===== config.mk =====
export PLATFORM = sky130hd
export DESIGN_NAME = switch_bank_debouncer_unit
export DESIGN_NICKNAME = d
export VERILOG_FILES = /design/src/sv/sbd_pkg.sv /design/src/sv/sbd_step.sv /design/src/sv/switch_bank_debouncer_unit.sv
export SDC_FILE = /design/constraint.sdc
export NUM_CORES = 1
export LEC_CHECK = 0
export BUFFER_PORTS_ARGS = -buffer_cell sky130_fd_sc_hd__buf_2
export CAP_MARGIN = 20
export CORE_MARGIN = 2
export CORE_UTILIZATION = 40
export DETAILED_ROUTE_END_ITERATION = 10
export HOLD_SLACK_MARGIN = 0.1
export PLACE_DENSITY = 0.54
export SYNTH_ARGS = -nofsm -noshare
export SYNTH_HDL_FRONTEND = slang
export SYNTH_SLANG_ARGS = --single-unit

===== constraint.sdc =====
create_clock -name clk -period 3.8 [get_ports clk]
set_input_delay 0.19 -clock clk [delete_from_list [all_inputs] [get_ports clk]]
set_output_delay 0.19 -clock clk [all_outputs]
set_load 0.1 [all_outputs]

===== src/sv/sbd_pkg.sv =====
// sbd_pkg: shared types and constants of the switch bank debouncer.
// Holds phase and error codes, register reset values and the beat structs.
// No dependencies; used by sbd_step and switch_bank_debouncer_unit.
package sbd_pkg;

	localparam int unsigned SwWidth = 8;
	localparam int unsigned CfgIdxWidth = 1;

	// debouncer phases
	localparam logic [1:0] PH_INIT     = 2'd0;
	localparam logic [1:0] PH_DEBOUNCE = 2'd1;
	localparam logic [1:0] PH_STABLE   = 2'd2;

	// error codes on the result beat
	localparam logic [1:0] ERR_NONE      = 2'd0;
	localparam logic [1:0] ERR_NO_CHANGE = 2'd1;
	localparam logic [1:0] ERR_BOUNCE    = 2'd2;

	// configuration register indexes
	localparam logic [CfgIdxWidth-1:0] REG_STABLE_COUNT = 1'd0;
	localparam logic [CfgIdxWidth-1:0] REG_GUARDED_MASK = 1'd1;

	// configuration reset values
	localparam logic [SwWidth-1:0] STABLE_COUNT_RST = 8'd5;
	localparam logic [SwWidth-1:0] GUARDED_MASK_RST = 8'd12;

	typedef struct packed {
		logic [SwWidth-1:0] sample;
		logic               restart;
		logic [SwWidth-1:0] ack_closed;
		logic [SwWidth-1:0] ack_open;
	} sbd_item_t;

	typedef struct packed {
		logic [SwWidth-1:0] debounced;
		logic [SwWidth-1:0] closed_events;
		logic [SwWidth-1:0] open_events;
		logic [1:0]         error_code;
	} sbd_result_t;

	typedef struct packed {
		logic [1:0]         phase;
		logic [SwWidth-1:0] candidate_byte;
		logic [SwWidth-1:0] accepted_byte;
		logic [SwWidth-1:0] countdown;
		logic [SwWidth-1:0] closed_flags;
		logic [SwWidth-1:0] open_flags;
	} sbd_state_t;

	typedef struct packed {
		logic [SwWidth-1:0] stable_count;
		logic [SwWidth-1:0] guarded_mask;
	} sbd_cfg_t;

endpackage


===== src/sv/sbd_step.sv =====
// sbd_step: next-state and result logic for one debouncer step.
// Purely combinational; depends on sbd_pkg for the state, beat and config structs.
module sbd_step (
	input  sbd_pkg::sbd_item_t   item,
	input  sbd_pkg::sbd_state_t  cur,
	input  sbd_pkg::sbd_cfg_t    cfg,
	output sbd_pkg::sbd_state_t  nxt,
	output sbd_pkg::sbd_result_t res
);
	import sbd_pkg::*;

	logic [SwWidth-1:0] cnt_dec;
	logic [SwWidth-1:0] chg;
	logic [SwWidth-1:0] blocked;
	logic [1:0]         err;
	sbd_state_t         pre;

	assign cnt_dec = cur.countdown - 8'd1;

	always_comb begin
		// apply acks, then restart
		pre = cur;
		pre.closed_flags = cur.closed_flags & ~item.ack_closed;
		pre.open_flags   = cur.open_flags & ~item.ack_open;
		if (item.restart) begin
			pre.candidate_byte = '0;
			pre.accepted_byte  = '0;
			pre.phase          = PH_INIT;
		end

		nxt     = pre;
		err     = ERR_NONE;
		chg     = pre.accepted_byte ^ pre.candidate_byte;
		blocked = cfg.guarded_mask & pre.open_flags;

		// phase logic
		case (pre.phase)
			PH_DEBOUNCE: begin
				if (item.sample == pre.candidate_byte) begin
					nxt.countdown = cnt_dec;
					if (cnt_dec == '0) begin
						nxt.accepted_byte = pre.candidate_byte;
						nxt.phase         = PH_STABLE;
						if (chg != '0) begin
							nxt.closed_flags = pre.closed_flags
								| (chg & pre.candidate_byte & ~blocked);
							nxt.open_flags = pre.open_flags
								| (chg & ~pre.candidate_byte);
						end else begin
							err = ERR_NO_CHANGE;
						end
					end
				end else begin
					if (pre.countdown != cfg.stable_count) begin
						err = ERR_BOUNCE;
					end
					nxt.phase = PH_INIT;
				end
			end
			PH_STABLE: begin
				if (item.sample != pre.accepted_byte) begin
					nxt.phase = PH_INIT;
				end
			end
			default: begin
				// init and the unused code: latch the sample, load the count
				nxt.candidate_byte = item.sample;
				nxt.countdown      = cfg.stable_count;
				nxt.phase          = PH_DEBOUNCE;
			end
		endcase

		res.debounced     = nxt.accepted_byte;
		res.closed_events = nxt.closed_flags;
		res.open_events   = nxt.open_flags;
		res.error_code    = err;
	end

endmodule


===== src/sv/switch_bank_debouncer_unit.sv =====
// switch_bank_debouncer_unit: debouncer for a bank of eight switches.
// Depends on sbd_pkg and sbd_step.
//
// Usage: each input beat (sample, restart, ack_closed, ack_open) is one
// sample tick; every accepted beat yields exactly one result beat
// (debounced, closed_events, open_events, error_code) on the output channel.
// Both channels use valid/ready. The input beat lands in an input register;
// when the result register is free or draining, the step logic updates the
// debouncer state and loads the result register at the same edge.
// Throughput is one beat per cycle unless the output side stalls, set by the
// state update loop. The input register and the result register decouple the two
// sides: while a result waits, one more beat is still taken and held.
// If out_ready stays low, the input register fills and in_ready drops.
// Configuration: cfg_we writes cfg_wdata to register cfg_index
// (0 stable_count, 1 guarded_mask) in the same cycle; write only when idle.
// Reset (arst_n low) clears the phase to init, all bytes, counts and flags,
// empties both registers and restores stable_count 5, guarded_mask 12.
module switch_bank_debouncer_unit (
	input  logic                              clk,
	input  logic                              arst_n,
	input  logic                              in_valid,
	output logic                              in_ready,
	input  logic [sbd_pkg::SwWidth-1:0]       sample,
	input  logic                              restart,
	input  logic [sbd_pkg::SwWidth-1:0]       ack_closed,
	input  logic [sbd_pkg::SwWidth-1:0]       ack_open,
	output logic                              out_valid,
	input  logic                              out_ready,
	output logic [sbd_pkg::SwWidth-1:0]       debounced,
	output logic [sbd_pkg::SwWidth-1:0]       closed_events,
	output logic [sbd_pkg::SwWidth-1:0]       open_events,
	output logic [1:0]                        error_code,
	input  logic                              cfg_we,
	input  logic [sbd_pkg::CfgIdxWidth-1:0]   cfg_index,
	input  logic [sbd_pkg::SwWidth-1:0]       cfg_wdata
);
	import sbd_pkg::*;

	sbd_cfg_t    cfg_q;
	sbd_state_t  state_q;
	sbd_state_t  state_nxt;
	sbd_item_t   item_s1;
	logic        valid_s1;
	sbd_result_t res_nxt;
	sbd_result_t res_s2;
	logic        valid_s2;
	logic        advance;

	// step when a beat is held and the result register is free or draining
	assign advance  = valid_s1 && (!valid_s2 || out_ready);
	assign in_ready = !valid_s1 || advance;

	// configuration registers
	always_ff @(posedge clk or negedge arst_n) begin
		if (!arst_n) begin
			cfg_q.stable_count <= STABLE_COUNT_RST;
			cfg_q.guarded_mask <= GUARDED_MASK_RST;
		end else if (cfg_we) begin
			case (cfg_index)
				REG_STABLE_COUNT: cfg_q.stable_count <= cfg_wdata;
				REG_GUARDED_MASK: cfg_q.guarded_mask <= cfg_wdata;
				default: ;
			endcase
		end
	end

	// input register
	always_ff @(posedge clk or negedge arst_n) begin
		if (!arst_n) begin
			valid_s1 <= 1'b0;
		end else if (in_ready) begin
			valid_s1 <= in_valid;
		end
	end

	always_ff @(posedge clk) begin
		if (in_valid && in_ready) begin
			item_s1.sample     <= sample;
			item_s1.restart    <= restart;
			item_s1.ack_closed <= ack_closed;
			item_s1.ack_open   <= ack_open;
		end
	end

	sbd_step u_step (
		.item (item_s1),
		.cur  (state_q),
		.cfg  (cfg_q),
		.nxt  (state_nxt),
		.res  (res_nxt)
	);

	// debouncer state: advance once per processed beat
	always_ff @(posedge clk or negedge arst_n) begin
		if (!arst_n) begin
			state_q <= '{phase: PH_INIT, default: '0};
		end else if (advance) begin
			state_q <= state_nxt;
		end
	end

	// result register
	always_ff @(posedge clk or negedge arst_n) begin
		if (!arst_n) begin
			valid_s2 <= 1'b0;
		end else if (advance) begin
			valid_s2 <= 1'b1;
		end else if (out_ready) begin
			valid_s2 <= 1'b0;
		end
	end

	always_ff @(posedge clk) begin
		if (advance) begin
			res_s2 <= res_nxt;
		end
	end

	assign out_valid     = valid_s2;
	assign debounced     = res_s2.debounced;
	assign closed_events = res_s2.closed_events;
	assign open_events   = res_s2.open_events;
	assign error_code    = res_s2.error_code;

`ifndef ASSERT_OFF
	// a processed beat always shows up as a result next cycle
	a_step_gives_result: assert property (@(posedge clk) disable iff (!arst_n)
		advance |=> valid_s2)
		else $error("processed beat produced no result");

	// an empty input register never stalls the sender
	a_empty_takes_beat: assert property (@(posedge clk) disable iff (!arst_n)
		!valid_s1 |-> in_ready)
		else $error("input register empty but not ready");

	// a bounce always drops the debouncer back to init
	a_bounce_to_init: assert property (@(posedge clk) disable iff (!arst_n)
		(advance && res_nxt.error_code == ERR_BOUNCE) |=> state_q.phase == PH_INIT)
		else $error("bounce did not return to init");

	// only defined error codes leave the block
	a_err_code_legal: assert property (@(posedge clk) disable iff (!arst_n)
		out_valid |-> (error_code == ERR_NONE || error_code == ERR_NO_CHANGE
			|| error_code == ERR_BOUNCE))
		else $error("undefined error code on result");
`endif

endmodule


==> results of run 1 <==
==> worst max-delay path: stages, from the launching register on <==
cell and delay [ns]:
dfrtp_1 0.50, inv_1 0.12, ha_1 0.25, nor3b_1 0.31
mux2_2 0.39, a2111oi_1 0.29, and4b_1 0.59, and2_1 0.45
a221o_1 0.22
==> how the worst max path moves through the flow <==
stage / from / end / slack, ns / depth (start not counted)
final: state_q[16] / state_q[31] / 0.60 / 8
after global routing: state_q[16] / state_q[31] / 0.37 / 8
after CTS: state_q[16] / state_q[31] / 0.62 / 8
after detailed placement: state_q[16] / state_q[8] / 0.62 / 8
after global placement: state_q[16] / state_q[26] / 0.73 / 8
after floorplan: out_valid / item_s1[0] / 0.73 / 2
==> final cells by class <==
cell class | count | area share
flip-flops and latches | 111 | 0.448
multi-input cells | 321 | 0.343
repair buffers | 109 | 0.109
clock buffers | 12 | 0.0410
well taps | 180 | 0.0332
inverters | 34 | 0.0188
clock inverters | 4 | 0.00628
==> layout by cell type, fill, tap and decap left out, drive strengths merged, types with 2 or more instances in the layout <==
cell,count
nand2b,23
dfstp,4
xnor2,7
nand3,5
a221o,13
nor2b,15
a32oi,4
dfrtp,56
a311oi,2
edfxtp,51
nand2,57
nor3,5
a2bb2oi,2
a22o,8
or3,8
nand4b,2
xor2,8
clkbuf,12
nor4b,4
ha,20
a21o,19
a32o,8
nor2,24
o21ai,11
mux2,17
o22ai,10
nand4,5
dlygate4sd3,35
clkinv,2
a21oi,3
and2,3
a31oi,2
inv,36
mux2i,6
nor4,6
buf,74
o31ai,11
o21ba,2
==> power by group <==
group	internal (mW)	leakage, nW	switching [mW]
Combinational	0.236	1.60	0.395
Clock	0.533	0.158	0.450
Sequential	1.38	1.26	0.167
==> per-stage QoR <==
stage	hold slack, ns	cell area [sq um]	total power [mW]
2_1_floorplan	-0.106	5660	2.02
3_3_place_gp	0.331	6100	2.17
3_5_place_dp	0.340	6100	2.18
4_1_cts	0.119	6780	3.20
5_1_grt	0.142	6780	3.32
6_report	0.132	6780	3.16
==> sequential cells by signal (all words and copies together), names as in the netlist <==
register,cells
closed_events,8
item_s1,25
valid_s1,1
open_events,8
state_q,42
out_valid,1
error_code,2
cfg_q,16
debounced,8
==> logic make-up (layout without fill, tap and decap cells) <==
logic type / Yosys count / after routing / synth area share
AOI/OAI and AO/OA: 100 / 100 / 0.146
xor gates and xnor gates: 15 / 15 / 0.0232
adders and majority gates: 20 / 20 / 0.0442
buffers and inverters: 62 / 159 / 0.0526
DFF: 111 / 111 / 0.537
muxes: 23 / 23 / 0.0444
and+or+nand+nor: 163 / 163 / 0.152
==> metal layers <==
metal / vias to the layer above / GRT usage / part of all wire / routed length, um
li1: 1966 / - / - / -
met1: 1910 / 0.248 / 0.48 / 6180
met2: 80 / 0.282 / 0.46 / 5950
met3: 11 / 0.0401 / 0.034 / 441
met4: 0 / 0.0582 / 0.018 / 230
met5: - / 0 / 0 / 0
==> results_dict.tcl, run 1 <==
set metrics [dict create \
    synth_area_sq_um 5660 \
    vias 3967 \
    rrSetupSlack_ns 0.60 \
    hold_violations 0 \
    die_w_um 123 \
    place_ws_ns 0.625 \
    holdCritStartpoint "out_ready" \
    end_kind "register" \
    hold_buffers 35 \
    finalCritPeriodShare 0.841 \
    drc 0 \
    wl_mm 12.8 \
    fill_cells 1228 \
    start_util 0.409 \
    cts_resized 0 \
    clock_sinks 111 \
    cts_buffers 9 \
    leakage_nw 3.02 \
    tritoncts "yes" \
    synth_commonest_cells "nand2_1 (57), dfrtp_1 (56), edfxtp_1 (51)" \
    r2r-end "state_q[31]" \
    maxCapViolCount 0 \
    core-area_sq_um 13800 \
    synth_area_leaders "edfxtp_1 (27%), dfrtp_1 (25%), ha_1 (4.4%)" \
    nets 645 \
    outcome "complete, no violations" \
    grt_usage 0.180 \
    drtIter0Drc 315 \
    crit_path_max_fanout 12 \
    grt_pass1_wl_mm 20.4 \
    worst_setup_path_start_kind "register" \
    post_cts_buffers 0 \
    min_period_ns 3.20 \
    setup_viol 0 \
    die_y_um 123 \
    cts-root-buf "clkbuf_16" \
    syn_nets 553 \
    via_per_inst 5.15 \
    maxSlewViolCount 0 \
    grt_max_degree 48 \
    final_core_util 0.490 \
    dp_hpwl_mm 9.05 \
    max_slew_margin 0.466 \
    hp-class "input pin to register" \
    row_count 43 \
    antenna_found_initial 0 \
    ys_ff_latch 111 \
    arrival_ns 3.49 \
    ys.flop_type "dfrtp_1" \
    area_delta_synth_final_pct 19.7 \
    drive_gt1_frac 0.206 \
    placedCellCount 720 \
    grt_pass1_vias 3961 \
    synth_top_cell_by_area "edfxtp_1" \
    yosys.cell_count.top_type "nand2_1" \
    seq_area_sq_um 3040 \
    syn_inst 494 \
    numPortBuffers 66 \
    cts_buffer_depth 2 \
    whs_path_depth 3 \
    synth_warnings 0 \
    diodes 0 \
    synth_cell_types 59 \
    synth-edff-count 51 \
    multi_input_area_sq_um 2320 \
    overflow 0 \
    syn_avg_cell_area_sq_um 11.5 \
    final_cells 771 \
    tightest_slew_ns 0.801 \
    clk_pin_slew_ns 0.07 \
    ant_nets 0 \
    io_pins 67 \
    wl_per_cell_um 16.6 \
    layout_setup_ws_ns 0.602 \
    ys_seq_area_frac 0.537 \
    reg2reg_from "state_q[16]" \
    fin_skew_ns 0.00735 \
    firstDrtPassIters 5 \
    vdd_drop_max_mv 0.251 \
    async_flop_share 0.541 \
    clock_latency_ns 0.35 \
    gp_congestion 0.873 \
    crit_type "register to register" \
    fin_tns_setup_ns 0 \
    min_to "out_valid" \
    rsz0062_at_grt "false" \
    power_density_nw_per_um2 467 \
    dieArea_sq_um 15100 \
    r2r.worst_path.cells 8 \
    htree_levels 3 \
    cp.required_ns 4.09 \
    clock.fmax_mhz 313 \
    yosysTopAreaCellShare 0.271 \
]
Power figures use the tool's default switching activity.
==> run 2, diff against run 1 <==
Settings changed: ABC_AREA set to 1.
Clock period 3.8 ns to 3 ns, I/O delays scaled along.
==> run 2 against run 1 <==
Against the previous run:
- first-iteration DRC count rose by 16%
- combinational power grew 93%
- fmax up 17%
- sequential power grew 26%
- largest power group unchanged
==> results_dict.tcl, run 2 <==
set metrics [dict create \
    gp_congestion 0.869 \
    yosys.cell_count.top_type "nand2_1" \
    outcome "complete, no violations" \
    clock_power_share 0.278 \
    clock_latency_ns 0.36 \
    cts_resized 0 \
    largest-register "state_q" \
    maxCapViolCount 0 \
    tightest_slew_ns 0.600 \
    antenna_found_initial 0 \
    synth_area_leaders "edfxtp_1 (27%), dfrtp_1 (25%), nand2_1 (14%)" \
    via_per_inst 4.78 \
    p_sw_mw 1.60 \
    start_util 0.406 \
    diodes 0 \
    firstDrtPassIters 5 \
    max_slew_margin 0.599 \
    leakage_nw 3.45 \
    maxSlewViolCount 0 \
    power.share.switching 0.364 \
    path_buf_inv 3 \
    min_period_ns 2.72 \
    hold_violations 0 \
    rsz0062_at_grt "false" \
    crit_path_max_fanout 22 \
    vias 4339 \
    arrival_ns 2.96 \
    r2r.worst_path.cells 12 \
    p_seq_frac 0.446 \
    clk_pin_slew_ns 0.08 \
    yosysTopAreaCellShare 0.274 \
    final_common_cell "nand2_1" \
    io_pins 67 \
    grt_pass1_vias 4093 \
    finalCritPeriodShare 0.908 \
    cts_buffer_depth 2 \
    cts_buffers 9 \
    dieArea_sq_um 14900 \
    hp-class "input pin to asynchronous set/reset pin" \
    tritoncts "yes" \
    crit_type "register to register" \
    fin_skew_ns 0.00932 \
    reg_top3 "state_q: 42 flops, item_s1: 25 flops, cfg_q: 16 flops" \
    grt_pass1_wl_mm 21.0 \
    place_ws_ns 0.288 \
    drtIter0Drc 366 \
    dp_hpwl_mm 9.26 \
    max_stage_delay_ns 0.45 \
    synth-edff-count 51 \
    p_comb_frac 0.276 \
    drc 0 \
    area_delta_synth_final_pct 21.2 \
    ys.flop_type "dfrtp_1" \
    clock.fmax_mhz 367 \
    ant_nets 0 \
    worst_setup_path_start_kind "register" \
    async_flop_share 0.541 \
    cpLargestDelayFamily "simple AND/OR/NAND/NOR gates" \
    drive_gt1_frac 0.179 \
    cp.required_ns 3.23 \
    syn_inst 617 \
    cts-root-buf "clkbuf_16" \
    layout_setup_ws_ns 0.277 \
    fill_cells 1324 \
    die_y_um 122 \
    critPathMostFrequentCell "nand2_1" \
    ys_ff_latch 111 \
    synth_top_cell_by_area "edfxtp_1" \
    largest_reg_flops 42 \
    synth_cell_types 34 \
    core-area_sq_um 13800 \
    grt_usage 0.188 \
    end_kind "register" \
    die_w_um 122 \
    fin_tns_setup_ns 0 \
    overflow 0 \
    clock_sinks 111 \
    row_count 43 \
    numPortBuffers 66 \
    syn_nets 676 \
    setup_viol 0 \
    power.internal_mw 2.80 \
    nets 781 \
    wl_per_cell_um 14.5 \
    crit_path_top_delay_cell "edfxtp_1" \
    syn_avg_cell_area_sq_um 9.06 \
    htree_levels 3 \
    synth_area_sq_um 5590 \
    grt_max_degree 43 \
    power_density_nw_per_um2 650 \
    synth_warnings 0 \
    vdd_drop_max_mv 0.283 \
    wl_mm 13.1 \
    post_cts_buffers 0 \
    synth_commonest_cells "nand2_1 (205), inv_1 (75), dfrtp_1 (56)" \
    crit_chain "inv_2 > nand2_1 > inv_1 > nand2_1 > nand2_1 > nand2_1 > nor2_2 > nand3_4 > inv_2 > nand2_2 > nand2_1 > and2_1" \
    layout_common_cells "nand2_1 (205), inv_1 (75), buf_2 (66), dfrtp_1 (56), edfxtp_1 (51)" \
    ys_seq_area_frac 0.543 \
    path_depth 12 \
]
[run 2: cell types whose count changed after synthesis, moves of 9 or more]
| cell | previous run | this run |
|---|---|---|
| a21o_1 | 19 | 0 |
| mux2_2 | 17 | 0 |
| nand3_2 | 0 | 10 |
| nand2_2 | 0 | 14 |
| nand2_1 | 57 | 205 |
| nand2b_1 | 22 | 0 |
| a21oi_1 | 3 | 14 |
| o21ai_0 | 9 | 32 |
| inv_1 | 34 | 75 |
| o31ai_1 | 9 | 0 |
| nand3_1 | 5 | 43 |
| nor2b_1 | 15 | 0 |
| a221o_1 | 13 | 0 |
| o22ai_1 | 10 | 0 |
[run 2: final cells by class]
type,instances,area [sq um],area share
repair buffers,111,771,0.114
clock buffers,11,233,0.0343
multi-input cells,411,2160,0.318
well taps,180,225,0.0332
flip-flops and latches,111,3040,0.448
inverters,78,293,0.0432
clock inverters,5,63.8,0.00941
[run 2: worst register-to-register path: cells and delay by family (launching register included)]
| kind | cells | cell delay, ns |
|---|---|---|
| buf+inv | 3 | 0.87 |
| simple gates | 9 | 1.28 |
| flops | 1 | 0.45 |
[run 2: final timing paths]
path	startpoint	to	slack, ns
worst max-delay path	item_s1[16]	debounced[4]	0.28
worst min-delay path	arst_n	state_q[21]	0.23
worst max register to register	item_s1[16]	debounced[4]	0.28
worst min register to register	state_q[8]	state_q[8]	0.48
max in group asynchronous	arst_n	cfg_q[3]	1.98
min in group clk	cfg_we	cfg_q[8]	0.31
[run 2: timing repair]
action                                  4_1_cts  5_1_grt
endpoints found under the hold margin        79        0
endpoints found under the setup margin        0        0
hold buffers                                 36        0
[run 2: power by group through the flow]
stage | Clock, mW | Sequential (mW) | Combinational (mW)
floorplan | 0 | 2.24 | 0.623
global placement | 0 | 1.99 | 1.17
detailed placement | 0 | 1.99 | 1.18
CTS | 1.26 | 1.96 | 1.22
global route | 1.32 | 1.99 | 1.35
finish | 1.22 | 1.96 | 1.22
[run 2: cell families after synthesis]
| family | after synthesis | share of synthesized area |
|---|---|---|
| xor gates and xnor gates | 15 | 0.0235 |
| AOI/OAI and AO/OA | 55 | 0.0535 |
| DFF | 111 | 0.543 |
| and+or+nand+nor | 321 | 0.264 |
| buffers and inverters | 95 | 0.0714 |
| adders and majority gates | 20 | 0.0447 |
[run 2: through the flow]
| step | power, mW | hold WS, ns | cell area (sq um) | util | cells |
|---|---|---|---|---|---|
| after CTS | 4.45 | 0.300 | 6760 | 0.491 | 906 |
| after floorplan | 2.87 | -0.146 | 5590 | - | 617 |
| after global placement | 3.16 | 0.326 | 6100 | 0.443 | 854 |
| after global routing | 4.65 | 0.273 | 6780 | 0.492 | 907 |
| after detailed placement | 3.18 | 0.328 | 6100 | 0.443 | 854 |
| final | 4.40 | 0.234 | 6780 | 0.492 | 907 |
[run 2: metal layers]
metal,track usage,vias to the layer above,part of all wire
li1,-,2182,-
met1,0.249,2017,0.46
met2,0.297,122,0.46
met3,0.0451,18,0.059
met4,0.0761,0,0.023
met5,0,-,0
